$ cat src/rtl/bounded_sequence_list_unit_assert.svh
// Assertion macros shared by the RTL of the sequence list unit.
// Each macro expands to a concurrent assertion in simulation and to nothing
// when the code is synthesized.
`ifndef BOUNDED_SEQUENCE_LIST_UNIT_ASSERT_SVH
`define BOUNDED_SEQUENCE_LIST_UNIT_ASSERT_SVH

`ifndef SYNTHESIS

`define BSL_ASSERT(lbl, clk, rstn, prop) \
  lbl: assert property (@(posedge clk) disable iff (!rstn) prop) \
    else $error("bounded_sequence_list_unit: assertion failed");

`define BSL_ASSERT_IMP(lbl, clk, rstn, ante, cons) \
  lbl: assert property (@(posedge clk) disable iff (!rstn) (ante) |-> (cons)) \
    else $error("bounded_sequence_list_unit: implication failed");

`else

`define BSL_ASSERT(lbl, clk, rstn, prop)

`define BSL_ASSERT_IMP(lbl, clk, rstn, ante, cons)

`endif

`endif

$ cat src/rtl/bsl_pkg.sv
`timescale 1ns / 1ps
`default_nettype none

package bsl_pkg;

  localparam int ActionW = 3;
  localparam int PosW    = 5;
  localparam int DataW   = 32;
  localparam int LenW    = 5;
  localparam int StatW   = 2;

  localparam logic [ActionW-1:0] ACT_PUSH_FRONT = 3'd0;
  localparam logic [ActionW-1:0] ACT_PUSH_BACK  = 3'd1;
  localparam logic [ActionW-1:0] ACT_INSERT     = 3'd2;
  localparam logic [ActionW-1:0] ACT_ERASE      = 3'd3;
  localparam logic [ActionW-1:0] ACT_POP_FRONT  = 3'd4;
  localparam logic [ActionW-1:0] ACT_POP_BACK   = 3'd5;
  localparam logic [ActionW-1:0] ACT_READ       = 3'd6;

  localparam logic [StatW-1:0] STAT_DONE  = 2'd0;
  localparam logic [StatW-1:0] STAT_RANGE = 2'd1;
  localparam logic [StatW-1:0] STAT_EMPTY = 2'd2;
  localparam logic [StatW-1:0] STAT_FULL  = 2'd3;

  typedef struct packed {
    logic [ActionW-1:0]      action;
    logic [PosW-1:0]         position;
    logic signed [DataW-1:0] value;
  } bsl_in_t;

  typedef struct packed {
    logic signed [DataW-1:0] read_value;
    logic [LenW-1:0]         length;
    logic [StatW-1:0]        status;
  } bsl_out_t;

endpackage

`default_nettype wire

$ cat src/rtl/bounded_sequence_list_unit.sv
// Ordered list of up to CAPACITY signed 32-bit values with deque and indexed
// access. One request enters on the in_ channel (valid/ready); exactly one
// response leaves on the out_ channel carrying the new length, a status and,
// for a read, the stored value.
// Requests are handled one at a time; in_ready is high only while the unit
// is idle. Elements live in a single-port-write, one-read synchronous RAM,
// so an insert or erase moves one element per cycle through the RAM's read
// latency. An insert or a front push with later elements shifts them up
// (S_UP), then writes the value (S_PUT); an erase or a front pop with later
// elements shifts them down (S_DOWN); a back push or an insert at the end
// only writes (S_PUT). Each then loads the response register (S_RESP); a back
// pop, a read, an unused action or a refused request goes straight there. The
// next request is taken in the cycle after the response register loads.
// The response sits in an output register. While it waits for out_ready the
// unit still accepts and works on the next request; it stalls only when a
// second response is ready before the first one has been taken.
// rst_n is synchronous and active low. It empties the list and drops any
// pending response; the RAM itself is not cleared, since no entry at or
// above the length is ever read.
`timescale 1ns / 1ps
`default_nettype none

`include "bounded_sequence_list_unit_assert.svh"

module bounded_sequence_list_unit
  import bsl_pkg::*;
#(
  parameter int CAPACITY = 16
) (
  input  wire      clk,
  input  wire      rst_n,
  input  wire      in_valid,
  output logic     in_ready,
  input  bsl_in_t  in_data,
  output logic     out_valid,
  input  wire      out_ready,
  output bsl_out_t out_data
);

  localparam int AW   = $clog2(CAPACITY);
  localparam int CW   = $clog2(CAPACITY + 1);
  localparam int CMPW = (CW > PosW) ? CW : PosW;

  localparam logic [2:0] S_IDLE = 3'd0;
  localparam logic [2:0] S_UP   = 3'd1;
  localparam logic [2:0] S_DOWN = 3'd2;
  localparam logic [2:0] S_PUT  = 3'd3;
  localparam logic [2:0] S_RESP = 3'd4;

  logic signed [DataW-1:0] cells [CAPACITY];

  logic [2:0]              state_r, state_nxt;
  logic [CW-1:0]           count_r, count_nxt;
  logic [AW-1:0]           ptr_r, ptr_nxt;
  logic [AW-1:0]           stop_r, stop_nxt;
  logic [AW-1:0]           put_r, put_nxt;
  logic signed [DataW-1:0] val_r, val_nxt;
  logic                    is_rd_r, is_rd_nxt;
  logic [StatW-1:0]        status_r, status_nxt;
  logic                    wb_valid_r, wb_valid_nxt;
  logic [AW-1:0]           wb_addr_r, wb_addr_nxt;
  logic signed [DataW-1:0] rdata_r;
  logic                    out_valid_r, out_valid_nxt;
  bsl_out_t                out_data_r, out_data_nxt;

  logic                    rd_en;
  logic [AW-1:0]           rd_addr;
  logic                    mem_we;
  logic [AW-1:0]           mem_waddr;
  logic signed [DataW-1:0] mem_wdata;

  logic [CMPW-1:0]         pos_ext;
  logic [CMPW-1:0]         cnt_ext;
  logic [AW-1:0]           pos_a;
  logic [AW-1:0]           cnt_a;
  logic [AW-1:0]           cnt_m1;
  logic                    full;
  logic                    empty;

  assign pos_ext = CMPW'(in_data.position);
  assign cnt_ext = CMPW'(count_r);
  assign pos_a   = AW'(in_data.position);
  assign cnt_a   = AW'(count_r);
  assign cnt_m1  = AW'(count_r - 1'b1);
  assign full    = (count_r == CW'(CAPACITY));
  assign empty   = (count_r == '0);

  assign in_ready  = (state_r == S_IDLE);
  assign out_valid = out_valid_r;
  assign out_data  = out_data_r;

  always_comb begin
    state_nxt     = state_r;
    count_nxt     = count_r;
    ptr_nxt       = ptr_r;
    stop_nxt      = stop_r;
    put_nxt       = put_r;
    val_nxt       = val_r;
    is_rd_nxt     = is_rd_r;
    status_nxt    = status_r;
    wb_valid_nxt  = 1'b0;
    wb_addr_nxt   = wb_addr_r;
    out_valid_nxt = out_valid_r && !out_ready;
    out_data_nxt  = out_data_r;
    rd_en         = 1'b0;
    rd_addr       = ptr_r;
    mem_we        = wb_valid_r;
    mem_waddr     = wb_addr_r;
    mem_wdata     = rdata_r;

    case (state_r)
      S_IDLE: begin
        if (in_valid) begin
          val_nxt    = in_data.value;
          is_rd_nxt  = 1'b0;
          status_nxt = STAT_DONE;
          state_nxt  = S_RESP;
          case (in_data.action)
            ACT_PUSH_FRONT: begin
              if (full) begin
                status_nxt = STAT_FULL;
              end else begin
                count_nxt = count_r + 1'b1;
                put_nxt   = '0;
                if (empty) begin
                  state_nxt = S_PUT;
                end else begin
                  ptr_nxt   = cnt_m1;
                  stop_nxt  = '0;
                  state_nxt = S_UP;
                end
              end
            end
            ACT_PUSH_BACK: begin
              if (full) begin
                status_nxt = STAT_FULL;
              end else begin
                count_nxt = count_r + 1'b1;
                put_nxt   = cnt_a;
                state_nxt = S_PUT;
              end
            end
            ACT_INSERT: begin
              if (pos_ext > cnt_ext) begin
                status_nxt = STAT_RANGE;
              end else if (full) begin
                status_nxt = STAT_FULL;
              end else begin
                count_nxt = count_r + 1'b1;
                put_nxt   = pos_a;
                if (pos_ext == cnt_ext) begin
                  state_nxt = S_PUT;
                end else begin
                  ptr_nxt   = cnt_m1;
                  stop_nxt  = pos_a;
                  state_nxt = S_UP;
                end
              end
            end
            ACT_ERASE: begin
              if (pos_ext >= cnt_ext) begin
                status_nxt = STAT_RANGE;
              end else begin
                count_nxt = count_r - 1'b1;
                if (pos_a != cnt_m1) begin
                  ptr_nxt   = pos_a + 1'b1;
                  stop_nxt  = cnt_m1;
                  state_nxt = S_DOWN;
                end
              end
            end
            ACT_POP_FRONT: begin
              if (empty) begin
                status_nxt = STAT_EMPTY;
              end else begin
                count_nxt = count_r - 1'b1;
                if (cnt_m1 != '0) begin
                  ptr_nxt   = AW'(1);
                  stop_nxt  = cnt_m1;
                  state_nxt = S_DOWN;
                end
              end
            end
            ACT_POP_BACK: begin
              if (empty) begin
                status_nxt = STAT_EMPTY;
              end else begin
                count_nxt = count_r - 1'b1;
              end
            end
            ACT_READ: begin
              if (pos_ext >= cnt_ext) begin
                status_nxt = STAT_RANGE;
              end else begin
                rd_en     = 1'b1;
                rd_addr   = pos_a;
                is_rd_nxt = 1'b1;
              end
            end
            default: begin
            end
          endcase
        end
      end
      // Walk from the back toward the insert point; each element read here
      // is written one place further back in the following cycle.
      S_UP: begin
        rd_en        = 1'b1;
        rd_addr      = ptr_r;
        wb_valid_nxt = 1'b1;
        wb_addr_nxt  = ptr_r + 1'b1;
        if (ptr_r == stop_r) begin
          state_nxt = S_PUT;
        end else begin
          ptr_nxt = ptr_r - 1'b1;
        end
      end
      S_DOWN: begin
        rd_en        = 1'b1;
        rd_addr      = ptr_r;
        wb_valid_nxt = 1'b1;
        wb_addr_nxt  = ptr_r - 1'b1;
        if (ptr_r == stop_r) begin
          state_nxt = S_RESP;
        end else begin
          ptr_nxt = ptr_r + 1'b1;
        end
      end
      // The new value takes the write port once the last moved element is in.
      S_PUT: begin
        if (!wb_valid_r) begin
          mem_we    = 1'b1;
          mem_waddr = put_r;
          mem_wdata = val_r;
          state_nxt = S_RESP;
        end
      end
      S_RESP: begin
        if (!wb_valid_r && (!out_valid_r || out_ready)) begin
          out_valid_nxt           = 1'b1;
          out_data_nxt.read_value = is_rd_r ? rdata_r : '0;
          out_data_nxt.length     = LenW'(count_r);
          out_data_nxt.status     = status_r;
          state_nxt               = S_IDLE;
        end
      end
      default: begin
        state_nxt = S_IDLE;
      end
    endcase
  end

  always_ff @(posedge clk) begin
    if (mem_we) begin
      cells[mem_waddr] <= mem_wdata;
    end
    if (rd_en) begin
      rdata_r <= cells[rd_addr];
    end
  end

  always_ff @(posedge clk) begin
    if (!rst_n) begin
      state_r     <= S_IDLE;
      count_r     <= '0;
      wb_valid_r  <= 1'b0;
      out_valid_r <= 1'b0;
    end else begin
      state_r     <= state_nxt;
      count_r     <= count_nxt;
      wb_valid_r  <= wb_valid_nxt;
      out_valid_r <= out_valid_nxt;
    end
  end

  always_ff @(posedge clk) begin
    ptr_r      <= ptr_nxt;
    stop_r     <= stop_nxt;
    put_r      <= put_nxt;
    val_r      <= val_nxt;
    is_rd_r    <= is_rd_nxt;
    status_r   <= status_nxt;
    wb_addr_r  <= wb_addr_nxt;
    out_data_r <= out_data_nxt;
  end

  `BSL_ASSERT(a_count_bound, clk, rst_n, count_r <= CW'(CAPACITY))
  `BSL_ASSERT_IMP(a_idle_no_wb, clk, rst_n, state_r == S_IDLE, !wb_valid_r)
  `BSL_ASSERT(a_accept_leaves_idle, clk, rst_n, (in_valid && in_ready) |=> (state_r != S_IDLE))
  `BSL_ASSERT_IMP(a_resp_from_resp, clk, rst_n, $rose(out_valid_r), $past(state_r) == S_RESP)

endmodule

`default_nettype wire
$ cat config.mk
export PLATFORM = sky130hd
export DESIGN_NAME = bounded_sequence_list_unit
export DESIGN_NICKNAME = d
export VERILOG_FILES = /design/src/rtl/bsl_pkg.sv /design/src/rtl/bounded_sequence_list_unit.sv
export VERILOG_INCLUDE_DIRS = /design/src /design/src/rtl
export SDC_FILE = /design/constraint.sdc
export NUM_CORES = 1
export LEC_CHECK = 0
export ABC_AREA = 1
export BUFFER_PORTS_ARGS = -buffer_cell sky130_fd_sc_hd__buf_2
export CAP_MARGIN = 20
export CORE_AREA = 10 10 189 279
export DETAILED_ROUTE_END_ITERATION = 16
export DIE_AREA = 0 0 199 289
export PLACE_DENSITY = 0.78
export SLEW_MARGIN = 20
export SYNTH_ARGS = -nofsm -noshare
export SYNTH_HDL_FRONTEND = slang
export SYNTH_SLANG_ARGS = --single-unit
$ cat constraint.sdc
create_clock -name clk -period 7.7 [get_ports clk]
set_input_delay 1.155 -clock clk [delete_from_list [all_inputs] [get_ports clk]]
set_output_delay 1.155 -clock clk [all_outputs]
set_load 0.03 [all_outputs]
# Word-level counts from Yosys, hierarchy flattened
# Memories as Yosys holds them, arrays and structs flattened. A register that Yosys moved wholly into a read port is not among the register bits.
# Cells that the tools add are included.
# Widths: inputs -> output; s select.
# totals
in_bits	44
output_inout_bits	41
ff_bits	100
memories	1
elab_cells	165
ramBits	512
# op_classes
n_reduce_logical	26
muxes	75
add_sub_neg	5
n_eq_ne	42
n_lt_le_gt_ge	2
# memory_table
memory	words	word_bits	read_ports	rd_ports_with_merged_regs	write_ports	line_no	rtl
cells	16	32	1	1	1	bounded_sequence_list_unit.sv:50	logic signed [DataW-1:0] cells [CAPACITY];
# op_table
operator	count
$mux 4	31
$mux 32	2
$mux 3	13
$ne 2x2->1 const B	18
$pmux 4 s4	2
$pmux 3 s5	2
$ne 3x3->1 const B	9
$pmux 4 s3	2
$mux 5	4
$pmux 5 s4	1
$reduce_and 14->1	1
$eq 3x2->1 const B	4
$eq 3x3->1 const B	4
$reduce_and 12->1	1
$reduce_bool 4->1	3
$mux 1	10
$mux 2	5
$add 4x1->4 const B	2
$pmux 2 s4	1
$pmux 4 s2	1
$reduce_or 2->1	4
$reduce_and 7->1	1
$eq 3x1->1 const B	2
$logic_not 3->1	2
20 further kinds	25

# Depth between registers and ports, before layout
# Gate-level depths: netlist of the first run.
# logic_depth
depth_word	7
depth_mapped	19
depth_no_buf	15

# Least setup slack after synthesis of the first run
# Ideal clock, no wire load.
# synth_timing
path_type	input -> register
startpoint	in out_ready
endpoint	reg out_data_r, in the netlist out_data[0], enable pin
n_path_buf	0
setup_time_ns	0.435
path_slack_ns	4.310
path_stages	4
required_time_ns	7.265
t_arrival_ns	2.954
cell_sequence	inv_1 -> nand2_1 -> nand2_1 -> nor2_1
# synth_via
elab_chain_len	3
# synth_lines
item	line_no	rtl
start, declared	bounded_sequence_list_unit.sv:36	input wire out_ready,
$logic_or 1x1->1	bounded_sequence_list_unit.sv:239	if (!wb_valid_r && (!out_valid_r || out_ready)) begin
$logic_and 1x1->1	bounded_sequence_list_unit.sv:239	
$reduce_and 2->1 (no source line)	--	
end signal, assigned	bounded_sequence_list_unit.sv:284	out_data_r <= out_data_nxt;
end, declared	bounded_sequence_list_unit.sv:64	bsl_out_t out_data_r, out_data_nxt;
# Every way passes these cells.
# A chain may end at the register's enable or synchronous reset.

# Worst setup path after layout of the first run
# layout_timing
startpoint	in in_data[34] in the netlist's numbering
endpoint	reg rdata_r[16], read port of cells (data pin)
# layout_via
elab_chain_len	5
elab_cells_between_ends	9
cone_classes	order compare (1); mux (8)
# layout_lines
item	line_no	rtl
start, declared	bounded_sequence_list_unit.sv:34	input bsl_in_t in_data,
$ge 5x5->1	bounded_sequence_list_unit.sv:192	if (pos_ext >= cnt_ext) begin
$mux 1 or $mux 4 (tied branches)	bounded_sequence_list_unit.sv:192	
$mux 1 or $mux 4 (tied branches)	bounded_sequence_list_unit.sv:118	case (in_data.action)
$mux 1 or $mux 4 (tied branches)	bounded_sequence_list_unit.sv:113	if (in_valid) begin
$pmux 1 s2 or $mux 4 (tied branches)	bounded_sequence_list_unit.sv:111	case (state_r)
end, declared	bounded_sequence_list_unit.sv:62	logic signed [DataW-1:0] rdata_r;
# Several ways; a longest one is shown, not always the timed one.

==> results of run 1 <==
[through the flow]
stage	worst slack [ns]	total power [uW]	cells	hold WS, ns	area (um^2)
global route	2.98	12100	3278	0.441	31300
detailed placement	2.55	8510	3169	0.411	29300
floorplan	4.31	7340	2578	0.400	28300
finish	3.19	11500	3278	0.424	31300
global placement	2.70	8390	3169	0.402	29300
CTS	3.19	11500	3278	0.426	31300
[worst max-delay path, delay by kind of cell]
family | cells | cell delay, ns
adder cells (fa/ha/maj) | 1 | 0.32
AO/OA/AOI/OAI | 1 | 0.76
buffers and inverters | 3 | 1.33
AND/OR/NAND/NOR | 9 | 1.39
[synthesized netlist by cell type (all sizes together)]
cell type and instances:
o22ai 12, nand2 498, nand3b 96, nand3 536, dfxtp 10, inv 502, nand4 6, clkbuf 48
a211oi 1, o2111ai 1, o211ai 3, nor3 3, edfxtp 634, a22o 1, o21ai 16, a221oi 1
buf 80, o221ai 1, clkinv 1, ha 12, xnor2 6, a31oi 2, a21oi 19, xor2 10
mux2 32, nor2 47
[cells by family (layout without fill, tap and decap cells)]
group | after synthesis | after routing | share of synthesized area
and+or+nand+nor | 1186 | 1186 | 0.197
DFF | 644 | 644 | 0.681
buffers and inverters | 631 | 731 | 0.0874
AOI/OAI and AO/OA | 57 | 57 | 0.0119
muxes | 32 | 32 | 0.0128
xor gates and xnor gates | 16 | 16 | 0.00496
adders and majority gates | 12 | 12 | 0.00531
[registers in the layout, indices dropped and copies added, names as in the netlist, 2 cells and up]
name / flops
out_data: 39
stop_r: 4
state_r: 3
cnt_ext: 5
rdata_r: 32
put_r: 4
ptr_r: 4
status_r: 2
cells: 512
wb_addr_r: 4
val_r: 32
[final cells by class]
| cell class | instances | area, um^2 |
|---|---|---|
| well taps | 600 | 751 |
| flip-flops and latches | 644 | 19200 |
| inverters | 503 | 1890 |
| fillers | 3415 | 16200 |
| multi-input cells | 1303 | 6760 |
| clock inverters | 37 | 462 |
| clock buffers | 72 | 1540 |
| repair buffers | 119 | 708 |
[power groups by stage]
stage / Combinational [uW] / Sequential [uW] / Clock (uW)
final: 3760 / 4740 / 3040
after global routing: 4110 / 4770 / 3210
after CTS: 3740 / 4750 / 3050
after detailed placement: 3700 / 4810 / 0
after global placement: 3580 / 4810 / 0
after floorplan: 2450 / 4890 / 0
[per-layer routing]
| metal | up-vias | global-route usage | wire [um] |
|---|---|---|---|
| met1 | 9187 | 0.297 | 25900 |
| met2 | 1029 | 0.426 | 35700 |
| met5 | - | 0 | 0 |
| met4 | 0 | 0.123 | 3130 |
| li1 | 8696 | - | - |
| met3 | 221 | 0.0343 | 6190 |
[worst paths after layout]
path,depth (start not counted),endpoint
max,14,rdata_r[16]
min,0,out_data[0]
max reg2reg,14,rdata_r[16]
min reg2reg,0,out_data[0]
==> flow_summary.json, run 1 <==
{
  "outcome": "completed",
  "tightestPinTransition_ns": 1.16,
  "netlist_instances": 2578,
  "fin_tns_setup_ns": 0,
  "area_delta_synth_final_pct": 10.9,
  "r2r_setup_slack_ns": 3.23,
  "final_common_cell": "edfxtp_1",
  "finClkSkew_ns": 0.0127,
  "yosys_warnings": 0,
  "cts_made_buffers": 58,
  "insertedDiodeCount": 0,
  "dpl.hpwl_mm": 39.0,
  "avgRoutedWirePerCell_um": 21.6,
  "seqPwrFrac": 0.411,
  "cts.reportedPaths.clkPinSlew_ns": 0.06,
  "synth_top_cell_by_area": "edfxtp_1",
  "first_iter_violations": 2128,
  "hold_class": "reg2reg",
  "criticalPathCategory": "in2reg",
  "yosys-top-cells-area": "edfxtp_1, nand3_1, inv_1",
  "slew_violations": 0,
  "syn_avg_cell_area_um2": 11.0,
  "drive_above_1_share": 0.106,
  "worst_path_most_repeated_cell": "nand2_1",
  "path_max_fanout": 44,
  "clock_path_buffers": 3,
  "hp-start": "status_r[0]",
  "grt_max_degree": 129,
  "tritoncts": "done",
  "final_cell_mix": "edfxtp_1, nand3_1, inv_1",
  "post-route-period-util": 0.586,
  "cp_slowest_cell": "o21ai_4",
  "htreeDepth": 2,
  "postRouteAntennaNets": 0,
  "startpoint": "in_data[34]",
  "synth_nets": 2634,
  "combPwrFrac": 0.326,
  "num_rows": 98,
  "p_per_area_mw_per_mm2": 368,
  "cts_resized": 0,
  "synth.cell_area_mm2": 0.0283,
  "rsz0062_at_grt": "false",
  "firstDrtPassIters": 5,
  "grt_use_total": 0.246,
  "grt_pass1_vias": 19500,
  "hold_buffers": 0,
  "cts-root-buf": "clkbuf_16",
  "crit_required_ns": 8.16,
  "end_kind": "register",
  "drc": 0,
  "ys_types": 39,
  "post_cts_buffers": 0,
  "p_leak_uw": 0.0130,
  "ir_drop_mv": 0.294,
  "initial_core_util": 0.594,
  "grt_overflow": 0,
  "viasPerCell": 5.84,
  "synth_top_area_frac": 0.674,
  "antenna_found_initial": 0,
  "ys_ff_latch": 644,
  "finish.utilization": 0.659,
  "drv_cap": 0,
  "wl_mm": 70.9,
  "core_region_area_mm2": 0.0476,
  "die_y_um": 289,
  "cpPeakStageDelay_ns": 0.76,
  "clk_latency_ns": 0.60,
  "worstPathCellList": "buf_2 -> ha_1 -> nand2_1 -> nor2_1 -> nand2_1 -> nand3_2 -> nor2_4 -> nand3_2 -> o21ai_4 -> clkinv_2 -> buf_4 -> nand3_1 -> nand3_1 -> nand2_1",
  "slew_headroom": 0.222,
  "arrival_ns": 4.98,
  "hold_violations": 0,
  "reg2reg_from": "cnt_ext[2]",
  "clkPwrFrac": 0.263,
  "swShare": 0.367,
  "port_buffers": 84,
  "dieArea_mm2": 0.0575,
  "gp_congestion": 0.925,
  "max_clock_freq_ghz": 0.221,
  "layout.nets": 2685,
  "ios": 85,
  "critPathLaunchType": "input pin",
  "grt_pass1_wl_mm": 109,
  "num_vias": 19100,
  "cts_num_sinks": 644,
  "finalSetupViolCount": 0,
  "die_w_um": 199,
  "power.net_switching_uw": 4240,
  "p_int_uw": 7310,
  "period_minus_slack_ns": 4.51,
  "ys_seq_area_frac": 0.681
}
Power figures use the tool's default switching activity.
==> inputs of run 2 (changes only) <==
--- a/config.mk
+++ b/config.mk
@@ -9,10 +9,10 @@
 export ABC_AREA = 1
 export BUFFER_PORTS_ARGS = -buffer_cell sky130_fd_sc_hd__buf_2
 export CAP_MARGIN = 20
-export CORE_AREA = 10 10 189 279
+export CORE_AREA = 10 10 195 289
 export DETAILED_ROUTE_END_ITERATION = 16
-export DIE_AREA = 0 0 199 289
-export PLACE_DENSITY = 0.78
+export DIE_AREA = 0 0 205 299
+export PLACE_DENSITY = 0.76
 export SLEW_MARGIN = 20
 export SYNTH_ARGS = -nofsm -noshare
 export SYNTH_HDL_FRONTEND = slang
==> constraint.sdc (replaced) <==
create_clock -name clk -period 3.7 [get_ports clk]
set_input_delay 0.555 -clock clk [delete_from_list [all_inputs] [get_ports clk]]
set_output_delay 0.555 -clock clk [all_outputs]
set_load 0.03 [all_outputs]
==> run 2 against run 1 <==
Register-to-register slack got worse by 2.8 ns. Global-route usage decreased by 0.98 points. Critical endpoint is now cells[13][17]. Sequential share of layout area shrank 1.2 points. Sequential power rose by 110%. Clock power increased by 110%. Routed wire length increased by 3.4%. Combinational power is 120% higher.
==> flow_summary.json, run 2 (same netlist as run 1, synthesis figures left out) <==
{
  "grt_pass1_vias": 19700,
  "avgRoutedWirePerCell_um": 21.7,
  "seqPwrFrac": 0.403,
  "cts_num_sinks": 644,
  "r2r_setup_slack_ns": 0.43,
  "crit_buf_inv": 5,
  "area_delta_synth_final_pct": 13.1,
  "drc": 0,
  "dpl.hpwl_mm": 40.8,
  "die_y_um": 299,
  "multi_input_area_mm2": 0.00675,
  "port_buffers": 84,
  "firstDrtPassIters": 6,
  "rsz0062_at_grt": "false",
  "seqCellArea_mm2": 0.0192,
  "ir_drop_mv": 0.585,
  "critPathLaunchType": "register",
  "die_w_um": 205,
  "grt_pass1_wl_mm": 112,
  "end_kind": "register",
  "hp-start": "in_data[11]",
  "clkPwrFrac": 0.261,
  "pre_cts_ws_ns": 0.441,
  "slew_headroom": 0.482,
  "finClkSkew_ns": 0.0225,
  "largest_reg_flops": 512,
  "gp_congestion": 0.906,
  "top_usage_layer": "met2",
  "num_rows": 102,
  "reg2reg_depth": 12,
  "cpPeakStageDelay_ns": 0.45,
  "worstPathCellList": "inv_1 -> nor2_1 -> inv_1 -> nor2_1 -> nand2_2 -> buf_4 -> nand2_1 -> nand2_1 -> inv_1 -> nand3_1 -> nor2_4 -> buf_12",
  "swShare": 0.367,
  "post_cts_buffers": 0,
  "antenna_found_initial": 0,
  "p_per_area_mw_per_mm2": 764,
  "clk_latency_ns": 0.63,
  "r2r-end": "cells[13][17]",
  "hold_class": "in2reg",
  "cts-root-buf": "clkbuf_16",
  "layout.nets": 2713,
  "finalPower_uw": 24400,
  "crit_family": "simple AND/OR/NAND/NOR gates",
  "initial_core_util": 0.552,
  "grt_max_degree": 93,
  "slew_violations": 0,
  "criticalPathCategory": "reg2reg",
  "p_int_uw": 15500,
  "hold_end": "val_r[11]",
  "grt_use_total": 0.237,
  "worst_path_most_repeated_cell": "inv_1",
  "drive_above_1_share": 0.117,
  "post-route-period-util": 0.884,
  "arrival_ns": 3.58,
  "hold_violations": 0,
  "cts_made_buffers": 57,
  "path_max_fanout": 20,
  "tritoncts": "done",
  "final_cell_mix": "edfxtp_1, nand3_1, inv_1",
  "p_leak_uw": 0.0132,
  "largest_register": "cells",
  "crit_required_ns": 4.01,
  "ios": 85,
  "viasPerCell": 5.77,
  "finalSetupViolCount": 0,
  "insertedDiodeCount": 0,
  "reg2reg_from": "state_r[1]",
  "drv_cap": 0,
  "hold_depth": 1,
  "power.net_switching_uw": 8960,
  "max_clock_freq_ghz": 0.306,
  "cts_resized": 0,
  "wl_mm": 73.3,
  "fill_cells": 3819,
  "grt_overflow": 0,
  "grtUsageMet1": 0.284,
  "first_iter_violations": 2239,
  "period_minus_slack_ns": 3.27,
  "num_vias": 19500,
  "final_common_cell": "edfxtp_1",
  "cp_slowest_cell": "nor2_4",
  "combPwrFrac": 0.336,
  "postRouteAntennaNets": 0,
  "tightestPinTransition_ns": 0.772,
  "dieArea_mm2": 0.0613,
  "htreeDepth": 2,
  "outcome": "completed",
  "worst_slack_ns": 0.430,
  "hold_buffers": 0,
  "grtUsageMet2": 0.407,
  "core_region_area_mm2": 0.0512,
  "clock_path_buffers": 3,
  "use_met3": 0.0491,
  "hold_ws_ns": 0.0969,
  "cts.reportedPaths.clkPinSlew_ns": 0.06,
  "fin_tns_setup_ns": 0
}
## run 2: cell types whose count changed in the layout (fill, tap and decap cells not counted), sizes merged
cell      before  now
clkbuf        72   64
clkinv        20   26
bufinv         9   10
clkinvlp       4    6
inv          507  505
buf          119  148
## run 2: worst register-to-register path, delay by kind of cell (launching register included)
family / cells / cell delay (ns)
buffers and inverters: 5 / 0.92
AND/OR/NAND/NOR: 7 / 1.68
flip-flops: 1 / 0.35
## run 2: final cells by class
class                      instances  area share
clock inverter                    44      0.0163
multi-input combinational       1303       0.211
tap                              676      0.0265
sequential                       644       0.602
clock buffer                      64      0.0471
inverter                         503      0.0591
timing repair buffer             148      0.0376
## run 2: routing by layer
| layer | part of all wire | wire length [um] |
|---|---|---|
| met1 | 0.36 | 26600 |
| met3 | 0.10 | 7320 |
| met4 | 0.033 | 2430 |
| met5 | 0 | 0 |
| met2 | 0.50 | 37000 |
## run 2: power groups by stage
stage	Sequential, uW	Clock (uW)	Combinational (uW)
3_3_place_gp	9990	0	7850
6_report	9850	6370	8200
5_1_grt	9900	6730	8870
3_5_place_dp	9990	0	8040
4_1_cts	9850	6460	8110
2_1_floorplan	10200	0	5090
## run 2: worst max path at each step
stage	from	endpoint	slack [ns]	cells past startpoint
6_report	state_r[1]	cells[13][17]	0.43	12
5_1_grt	cnt_ext[2]	rdata_r[30]	0.20	16
4_1_cts	state_r[1]	cells[13][17]	0.47	12
3_5_place_dp	in_data[32]	rdata_r[24]	0.44	14
3_3_place_gp	in_data[35]	rdata_r[17]	0.49	16
2_1_floorplan	state_r[1]	cells[13][0]	0.47	9
## run 2: metrics by stage
step | instance area [um^2] | cells | utilization
5_1_grt | 31900 | 3382 | 0.624
2_1_floorplan | 28300 | 2578 | -
3_3_place_gp | 29900 | 3274 | 0.585
4_1_cts | 31900 | 3382 | 0.624
6_report | 31900 | 3382 | 0.624
3_5_place_dp | 29900 | 3274 | 0.585
